===== src/rtl/tsa_pkg.sv =====
package tsa_pkg;

  localparam int PRIO_W      = 5;
  localparam int SLOT_FIELD_W = 5;
  localparam int GRANT_W     = 4;
  localparam int STATUS_W    = 3;
  localparam int PRIO_LEVELS = 32;

  typedef enum logic {
    CMD_CREATE = 1'b0,
    CMD_DELETE = 1'b1
  } cmd_e;

  typedef enum logic [STATUS_W-1:0] {
    ST_OK       = 3'd0,
    ST_PRIO_SYS = 3'd1,
    ST_EMPTY    = 3'd2,
    ST_NO_SLOT  = 3'd3,
    ST_SYS_SLOT = 3'd4
  } status_e;

  typedef enum logic {
    S_IDLE = 1'b0,
    S_EXEC = 1'b1
  } state_e;

  typedef struct packed {
    logic                    cmd;
    logic [PRIO_W-1:0]       priority_req;
    logic [SLOT_FIELD_W-1:0] slot_id;
  } in_word_t;

  typedef struct packed {
    logic [STATUS_W-1:0] status;
    logic [GRANT_W-1:0]  granted_slot;
  } out_word_t;

  typedef struct packed {
    logic cap;
    logic exe;
  } ctrl_cmd_t;

endpackage


===== src/rtl/task_slot_allocator_unit.sv =====
// channel  dir  handshake              word
// in       in   in_valid_i/in_stall_o  in_word_i   (cmd, priority_req, slot_id)
// out      out  out_valid_o/out_stall_i out_word_o (status, granted_slot)
//
// each word is handled as capture with link and priority memory reads, then execute
// execute waits while the output register holds a stalled word
// in_stall_o is high during execute, so one word is in flight at a time
// reset: all slots free, chained in index order, priority table empty
module task_slot_allocator_unit #(
  parameter int SLOT_COUNT      = 16,
  parameter int LOWEST_PRIORITY = 31
) (
  input  logic               clk_i,
  input  logic               rst_ni,
  input  logic               in_valid_i,
  output logic               in_stall_o,
  input  tsa_pkg::in_word_t  in_word_i,
  output logic               out_valid_o,
  input  logic               out_stall_i,
  output tsa_pkg::out_word_t out_word_o
);
  import tsa_pkg::*;

  ctrl_cmd_t cmd;

  tsa_ctrl u_ctrl (
    .clk_i       (clk_i),
    .rst_ni      (rst_ni),
    .in_valid_i  (in_valid_i),
    .in_stall_o  (in_stall_o),
    .out_valid_o (out_valid_o),
    .out_stall_i (out_stall_i),
    .cmd_o       (cmd)
  );

  tsa_dp #(
    .SLOT_COUNT      (SLOT_COUNT),
    .LOWEST_PRIORITY (LOWEST_PRIORITY)
  ) u_dp (
    .clk_i      (clk_i),
    .rst_ni     (rst_ni),
    .cmd_i      (cmd),
    .in_word_i  (in_word_i),
    .out_word_o (out_word_o)
  );

endmodule


===== src/rtl/tsa_ctrl.sv =====
module tsa_ctrl (
  input  logic               clk_i,
  input  logic               rst_ni,
  input  logic               in_valid_i,
  output logic               in_stall_o,
  output logic               out_valid_o,
  input  logic               out_stall_i,
  output tsa_pkg::ctrl_cmd_t cmd_o
);
  import tsa_pkg::*;

  state_e state_q, state_d;
  logic   out_vld_q, out_vld_d;
  logic   can_load;

  assign can_load = !out_vld_q || !out_stall_i;

  always_comb begin
    state_d = state_q;
    unique case (state_q)
      S_IDLE: begin
        if (in_valid_i) begin
          state_d = S_EXEC;
        end
      end
      S_EXEC: begin
        if (can_load) begin
          state_d = S_IDLE;
        end
      end
      default: state_d = S_IDLE;
    endcase
  end

  always_comb begin
    cmd_o      = '0;
    in_stall_o = 1'b1;
    unique case (state_q)
      S_IDLE: begin
        in_stall_o = 1'b0;
        cmd_o.cap  = in_valid_i;
      end
      S_EXEC: begin
        cmd_o.exe = can_load;
      end
      default: ;
    endcase
  end

  always_comb begin
    out_vld_d = out_vld_q;
    if (cmd_o.exe) begin
      out_vld_d = 1'b1;
    end else if (!out_stall_i) begin
      out_vld_d = 1'b0;
    end
  end

  always_ff @(posedge clk_i or negedge rst_ni) begin
    if (!rst_ni) begin
      state_q   <= S_IDLE;
      out_vld_q <= 1'b0;
    end else begin
      state_q   <= state_d;
      out_vld_q <= out_vld_d;
    end
  end

  assign out_valid_o = out_vld_q;

endmodule


===== src/rtl/tsa_dp.sv =====
module tsa_dp #(
  parameter int SLOT_COUNT      = 16,
  parameter int LOWEST_PRIORITY = 31
) (
  input  logic               clk_i,
  input  logic               rst_ni,
  input  tsa_pkg::ctrl_cmd_t cmd_i,
  input  tsa_pkg::in_word_t  in_word_i,
  output tsa_pkg::out_word_t out_word_o
);
  import tsa_pkg::*;

  localparam int SW    = $clog2(SLOT_COUNT);
  localparam int HW    = $clog2(SLOT_COUNT + 1);
  localparam int CMP_W = ((SW > SLOT_FIELD_W) ? SW : SLOT_FIELD_W) + 1;
  localparam logic [7:0] LowPrio = 8'(LOWEST_PRIORITY);
  localparam bit LowInTable = (LOWEST_PRIORITY < PRIO_LEVELS);
  localparam logic [PRIO_W-1:0] LowIdx = PRIO_W'(LOWEST_PRIORITY % PRIO_LEVELS);

  logic [HW-1:0]     link_mem [SLOT_COUNT];
  logic [PRIO_W-1:0] prio_mem [SLOT_COUNT];

  logic [HW-1:0]          head_q, head_d;
  logic [SLOT_COUNT-1:0]  used_q, link_vld_q;
  logic [PRIO_LEVELS-1:0] owned_q;

  logic              cmd_q;
  logic [PRIO_W-1:0] prio_q;
  logic [CMP_W-1:0]  sid_q;
  logic [HW-1:0]     link_rd_q;
  logic [PRIO_W-1:0] prio_rd_q;
  out_word_t         out_q;

  logic [CMP_W-1:0]    sid_in;
  logic [SW-1:0]       head_idx, sid_idx, sid_in_idx;
  logic                sid_ok, used_hit, owned_low, prio_ge, prio_is_sys;
  logic                do_take, do_free;
  logic [STATUS_W-1:0] status_d;
  logic [GRANT_W-1:0]  granted_d;

  assign sid_in     = CMP_W'(in_word_i.slot_id);
  assign sid_in_idx = sid_in[SW-1:0];
  assign head_idx   = head_q[SW-1:0];
  assign sid_idx    = sid_q[SW-1:0];

  assign sid_ok      = sid_q < CMP_W'(SLOT_COUNT);
  assign used_hit    = sid_ok && used_q[sid_idx];
  assign owned_low   = LowInTable && owned_q[LowIdx];
  assign prio_ge     = 8'(prio_q) >= LowPrio;
  assign prio_is_sys = 8'(prio_rd_q) == LowPrio;

  always_comb begin
    status_d  = ST_OK;
    granted_d = '0;
    do_take   = 1'b0;
    do_free   = 1'b0;
    if (cmd_q == CMD_CREATE) begin
      if (prio_ge && owned_low) begin
        status_d = ST_PRIO_SYS;
      end else if (head_q == HW'(SLOT_COUNT)) begin
        status_d = ST_EMPTY;
      end else begin
        do_take   = 1'b1;
        granted_d = GRANT_W'(head_q);
      end
    end else begin
      if (!used_hit) begin
        status_d = ST_NO_SLOT;
      end else if (prio_is_sys) begin
        status_d = ST_SYS_SLOT;
      end else begin
        do_free = 1'b1;
      end
    end
  end

  always_comb begin
    head_d = head_q;
    if (do_take) begin
      head_d = link_vld_q[head_idx] ? link_rd_q : head_q + HW'(1);
    end else if (do_free) begin
      head_d = HW'(sid_q);
    end
  end

  // link and priority memories
  always_ff @(posedge clk_i) begin
    if (cmd_i.exe && do_free) begin
      link_mem[sid_idx] <= head_q;
    end
    if (cmd_i.cap) begin
      link_rd_q <= link_mem[head_idx];
    end
  end

  always_ff @(posedge clk_i) begin
    if (cmd_i.exe && do_take) begin
      prio_mem[head_idx] <= prio_q;
    end
    if (cmd_i.cap) begin
      prio_rd_q <= prio_mem[sid_in_idx];
    end
  end

  always_ff @(posedge clk_i) begin
    if (cmd_i.cap) begin
      cmd_q  <= in_word_i.cmd;
      prio_q <= in_word_i.priority_req;
      sid_q  <= sid_in;
    end
    if (cmd_i.exe) begin
      out_q.status       <= status_d;
      out_q.granted_slot <= granted_d;
    end
  end

  always_ff @(posedge clk_i or negedge rst_ni) begin
    if (!rst_ni) begin
      head_q     <= '0;
      used_q     <= '0;
      link_vld_q <= '0;
      owned_q    <= '0;
    end else if (cmd_i.exe) begin
      head_q <= head_d;
      if (do_take) begin
        used_q[head_idx] <= 1'b1;
        owned_q[prio_q]  <= 1'b1;
      end
      if (do_free) begin
        used_q[sid_idx]     <= 1'b0;
        link_vld_q[sid_idx] <= 1'b1;
        owned_q[prio_rd_q]  <= 1'b0;
      end
    end
  end

  assign out_word_o = out_q;

endmodule


===== config.mk =====
export PLATFORM = sky130hd
export DESIGN_NAME = task_slot_allocator_unit
export DESIGN_NICKNAME = d
export VERILOG_FILES = /design/src/rtl/tsa_pkg.sv /design/src/rtl/task_slot_allocator_unit.sv /design/src/rtl/tsa_ctrl.sv /design/src/rtl/tsa_dp.sv
export SDC_FILE = /design/constraint.sdc
export NUM_CORES = 1
export LEC_CHECK = 0
export ABC_AREA = 1
export BUFFER_PORTS_ARGS = -buffer_cell sky130_fd_sc_hd__buf_2
export CELL_PAD_IN_SITES_DETAIL_PLACEMENT = 1
export CELL_PAD_IN_SITES_GLOBAL_PLACEMENT = 1
export CORE_ASPECT_RATIO = 2
export CORE_MARGIN = 2
export CORE_UTILIZATION = 38
export CTS_CLUSTER_SIZE = 12
export DETAILED_ROUTE_END_ITERATION = 6
export PLACE_DENSITY = 0.7
export SLEW_MARGIN = 20
export SYNTH_ARGS = -nofsm -noshare
export SYNTH_HDL_FRONTEND = slang
export SYNTH_SLANG_ARGS = --single-unit

===== constraint.sdc =====
create_clock -name clk_i -period 3.8 [get_ports clk_i]
set_input_delay 0 -clock clk_i [delete_from_list [all_inputs] [get_ports clk_i]]
set_output_delay 0 -clock clk_i [all_outputs]
set_load 0.01 [all_outputs]

== After elaboration in Yosys (flattened, before gate mapping) ==
Memory sizes are Yosys's and may differ from the RTL's. A register that Yosys moved wholly into a read port is not among the register bits.
Index checks and enable logic that the tools add are counted.
Word-level totals
  ROM bits: 0
  RAM bits: 160
  logic and storage cells: 94
  flip-flop bits (word level): 89
  memories kept: 2
  bits in latches: 0
Cells by class
  multiply operators: 0
  eq/ne operators: 3
  $lt $le $gt $ge: 10
  mux-type cells: 44
  shifts and indexed selects: 0
  reduce and logical (&&, ||, !) cells: 15
  div/mod/pow operators: 0
  $add $sub $neg: 1
  bitwise gates (word level): 8
Memories
  u_dp.link_mem: depth 16, width 5, rd ports 1, clocked after Yosys merged registers in 1, write ports 1, RTL line tsa_dp.sv:20  | logic [HW-1:0] link_mem [SLOT_COUNT];
  u_dp.prio_mem: depth 16, width 5, rd ports 1, clocked after Yosys merged registers in 1, write ports 1, RTL line tsa_dp.sv:21  | logic [PRIO_W-1:0] prio_mem [SLOT_COUNT];
Operators by type and width (number)
  $mux 32: 3
  $mux 16: 3
  $and 32x32->32: 1
  $not 32->32: 1
  $or 16x16->16: 2
  $or 32x32->32: 1
  $mux 1: 23
  $and 16x16->16: 1
  $not 16->16: 1
  $mux 5: 3
  $lt 5x6->1 const B: 2
  $mux 3: 4
  $demux 1 s5: 2
  $eq 5x5->1 const B: 2
  $ge 5x1->1 const B: 2
  $lt 4x5->1 const B: 2
  $bmux 1 s4: 2
  $demux 1 s4: 2
  $ge 4x1->1 const B: 2
  $logic_and 1x1->1: 8
  $add 5x1->5 const B: 1
  $ge 5x5->1 const B: 1
  $lt 5x5->1 const B: 1
  $reduce_and 2->1: 2
  8 further kinds: 9

== Logic depth before layout (Yosys ltp) ==
  depth in word-level cells: 9
  depth in mapped cells: 16
  depth with buffers taken out: 14

== Modules after synthesis ==
A second synthesis with hierarchy kept.
Second synthesis, totals
  cell total of the unflattened synthesis: 840
  area total of the unflattened synthesis: 9600.5 um2
By module, submodules not included
  tsa_dp: area an instance 9510.4 um2, instances 1, cells each 829, seq. area each 6596.3 um2
  tsa_ctrl: area an instance 90.1 um2, instances 1, cells each 11, seq. area each 50.0 um2

== Worst setup path after synthesis ==
No wires, ideal clock.
  path kind: register to register
  from: reg u_dp.head_q[0]
  to: mem u_dp.prio_mem[2][0] (enable)
  path slack: 1295 ps
  buffers on the path: 2
  arrival: 2152 ps
  library setup time: 353 ps
  stages on the path, launching flop included: 10
  cells stage by stage: dfrtp_1 > inv_2 > buf_2 > buf_1 > ha_1 > nand3_2 > nand3_4 > nor2_2 > nand2_1 > nor2_1
Between the ends
  longest elaborated chain between the ends: 7
RTL lines
  from (decl): RTL line tsa_dp.sv:23  | logic [HW-1:0] head_q, head_d;
  from (signal assigned): RTL line tsa_dp.sv:119  | head_q <= '0;
  from (signal assigned): RTL line tsa_dp.sv:124  | head_q <= head_d;
  $eq 5x5->1: RTL line tsa_dp.sv:60  | end else if (head_q == HW'(SLOT_COUNT)) begin
  $mux 1: RTL line tsa_dp.sv:60
  $mux 1: RTL line tsa_dp.sv:58  | if (prio_ge && owned_low) begin
  $mux 1: RTL line tsa_dp.sv:57  | if (cmd_q == CMD_CREATE) begin
  $logic_and 1x1->1: RTL line tsa_dp.sv:97  | if (cmd_i.exe && do_take) begin
  $mux 1: RTL line tsa_dp.sv:97
  $mux 1 (implied by the code): RTL line tsa_dp.sv:98  | prio_mem[head_idx] <= prio_q;
  to (decl): RTL line tsa_dp.sv:21
Several ways; a longest one is shown, not always the timed one.

== Final worst setup path ==
  from: reg u_dp.sid_q[0]
  to: mem u_dp.link_mem[12][1] (netlist name) (enable)
Between the ends
  longest elaborated chain between the ends: 8
RTL lines
  from (decl): RTL line tsa_dp.sv:29  | logic [CMP_W-1:0] sid_q;
  from (signal assigned): RTL line tsa_dp.sv:109  | sid_q <= sid_in;
  $bmux 1 s4: RTL line tsa_dp.sv:47  | assign used_hit = sid_ok && used_q[sid_idx];
  $mux 1 (implied by the code): RTL line tsa_dp.sv:47
  $logic_and 1x1->1: RTL line tsa_dp.sv:47
  $mux 1: RTL line tsa_dp.sv:67  | if (!used_hit) begin
  $mux 1: RTL line tsa_dp.sv:57
  $logic_and 1x1->1: RTL line tsa_dp.sv:88  | if (cmd_i.exe && do_free) begin
  $mux 1: RTL line tsa_dp.sv:88
  $mux 1 (implied by the code): RTL line tsa_dp.sv:89  | link_mem[sid_idx] <= head_q;
  to (decl): RTL line tsa_dp.sv:20
Several ways; a longest one is shown, not always the timed one. The select of a mux whose other input is x is not followed.

==> flow_summary.yaml <==
critical_path:
  criticalPathCategory: "reg -> reg"
  rr_worst_depth: 12
  worst_path_largest_cell_delay_ns: 0.64
  r2r-end: "u_dp.link_mem[12][1]"
  critPathBufInv: 3
  cp_max_fo: 29
  worst_ep_arrival_time_ns: 3.11
  slowest_stage: "nor3_2"
  rr_startpoint: "u_dp.sid_q[0]"
  regToRegSetupSlack_ns: 0.83
  crit_chain: "inv_1 -> nand2_1 -> nand2_1 -> nand2_1 -> nand2_1 -> nand2_1 -> nand2_1 -> inv_2 -> nand2_2 -> nand3_2 -> buf_4 -> nor3_2"
  crit_required_ns: 3.94
  end_kind: "flip-flop"
  path_common_cell: "nand2_1"
  path_delay_family: "simple AND/OR/NAND/NOR gates"
  cp-start-kind: "flip-flop"
yosys:
  yosysUniqueCellTypes: 34
  synthCells: 833
  synth_top_area_share_pct: 58.60
  seq_area_frac_synth_pct: 68.99
  synthesis.nets: 852
  yosys_warnings: 0
  avgSynthCellArea_sq_um: 11.57
  ys_seq_elements: 228
  synthesis.area_sq_mm: 0.009634
  synth_area_leaders: "edfxtp_1 (59%), dfrtp_1 (10%), nand2_1 (6.0%)"
  synth_top_area_cell: "edfxtp_1"
layout:
  fin_nets: 892
  diodes: 0
  final_cell_mix: "edfxtp_1 (188), nand2_1 (153), nor2_1 (95)"
  design_area_sq_mm: 0.01089
  area_growth_pct: 12.99
  final_common_cell: "edfxtp_1"
  drive_above_1_share_pct: 12.04
  final_core_util_pct: 43.48
  fin_cells: 1225
grt:
  grt_max_degree: 65
  grt_pass1_vias: 7077
  antenna_found_initial: 0
  grt_pass1_wl_um: 40260
  track_usage_pct: 20.35
  overflow: 0
clocking:
  cts_made_buffers: 23
  cts_tree: "yes"
  cts_resized: 0
  clock_path_buffers: 3
  htree_num_levels: 1
  clkLatencyLatePin_ns: 0.52
  clkSinkCount: 228
  clock-root-buffer: "clkbuf_16"
  clkSlewWorstSetupHoldPaths_ns: 0.06
timing:
  grt_setup_unrepaired: "no"
  slew_viol_final: 0
  max_freq_mhz: 336.8
  whs_ns: 0.08593
  finalCritPeriodShare_pct: 78.14
  setup-tns-final_ns: 0
  slew_headroom_pct: 36.80
  layout_setup_ws_ns: 0.8307
  skew_ns: 0.01724
  tightest_slew_ns: 0.9480
  hold_viol_final: 0
  setup_viol: 0
  period_minus_slack_ns: 2.969
routing:
  drc: 0
  ant_nets: 0
  vias: 6278
  via_per_inst: 5.125
  wl_um: 25950
  drt_iter0_markers: 317
  route.detailed.wl_per_inst_um: 21.18
  first_pass_iters: 4
die:
  core_area_sq_mm: 0.02503
  die_w_um: 116.6
  rows: 82
  io_pins: 24
  start_util_pct: 38.48
  die_height_um: 229.2
  die_area_sq_mm: 0.02672
placed_design:
  dpl.hpwl_um: 18260
  place.gp.congestion: 0.8181
  dpl_cell_area_sq_mm: 0.01010
  numPortBuffers: 23
  dp.cells: 1171
  dp_slack_ns: 0.8041
pwr:
  ir_worst_vdd_mv: 0.3183
  p_leak_nw: 4.147
  total_power_mw: 7.270
  power.density_mw_per_mm2: 667.9
job:
  maxCapViolations: 0
status:
  outcome: "finished clean"
min_path:
  hp-class: "in -> async"
## registers in the layout, summed over array words and instances (netlist names)
name,flops
u_ctrl.out_valid_o,1
u_dp.link_vld_q,16
u_dp.out_word_o,7
u_dp.used_q,16
u_dp.prio_mem,80
u_dp.link_rd_q,5
u_dp.cmd_q,1
u_ctrl.state_q,1
u_dp.owned_q,1
u_dp.head_q,5
u_dp.prio_q,5
u_dp.sid_q,5
u_dp.link_mem,80
u_dp.prio_rd_q,5
## cell type report
class	instances	area, sq um
timing repair buffer	49	342.8
inverter	92	347.8
sequential	228	6648
clock inverter	1	11.26
multi-input combinational	479	2476
fill	2778	14150
clock buffer	40	639.4
tap	336	420.4
## worst reg2reg max path: stages (launching register included)
cell      delay [ns]
edfxtp_1        0.58
inv_1           0.42
nand2_1         0.10
nand2_1         0.08
nand2_1         0.05
nand2_1         0.08
nand2_1         0.05
nand2_1         0.16
inv_2           0.05
nand2_2         0.06
nand3_2         0.05
buf_4           0.26
nor3_2          0.65
## power by group
group | total [mW] | switching [mW] | internal [mW]
clock network | 2.05 | 0.915 | 1.14
logic | 1.85 | 1.32 | 0.531
registers | 3.36 | 0.225 | 3.14
## logic make-up after synthesis
group                      Yosys count  synth area share, %
xor gates and xnor gates             3               0.2728
buffers and inverters              126                5.338
DFF                                228                68.99
adders and majority gates            4               0.5195
AOI/OAI and AO/OA                  144                8.727
muxes                               20                2.078
and+or+nand+nor                    308                14.08
## repair_timing
action,in CTS,in global routing
hold buffers,13,0
hold endpoints to repair,63,0
setup buffers,0,0
## cells in the mapped netlist (all sizes together)
library cell and number:
nor3 8, o21a 1, nand3 29, clkbuf 19
nand3b 1, nand4 7, nand2 157, o21ai 74
nor2 105, xor2 2, xnor2 1, edfxtp 188
mux2i 20, o211ai 20, dfrtp 40, ha 4
buf 15, a41o 1, o22ai 25, and3 1
inv 92, a21oi 23
## how the worst max path moves through the flow
stage / slack [ns] / end / start / cells past startpoint
6_report: 0.83 / u_dp.link_mem[12][1] / u_dp.sid_q[0] / 12
5_1_grt: 0.62 / u_dp.link_mem[12][2] / u_dp.sid_q[0] / 12
4_1_cts: 0.81 / u_dp.link_mem[9][2] / u_dp.sid_q[0] / 12
3_5_place_dp: 0.80 / u_dp.link_mem[9][3] / u_dp.sid_q[0] / 12
3_3_place_gp: 0.78 / u_dp.link_mem[9][1] / u_dp.sid_q[0] / 12
2_1_floorplan: 1.29 / u_dp.prio_mem[2][0] / u_dp.head_q[0] / 9
## per-layer routing
| metal | share of wire (%) | wire, um | global-route usage [%] |
|---|---|---|---|
| met5 | 0 | 0 | 0 |
| met2 | 58 | 15140 | 40.13 |
| met1 | 34 | 8705 | 19.46 |
| met4 | 6.1 | 1580 | 11.43 |
| met3 | 2.0 | 519 | 2.011 |
Power figures use the tool's default switching activity.
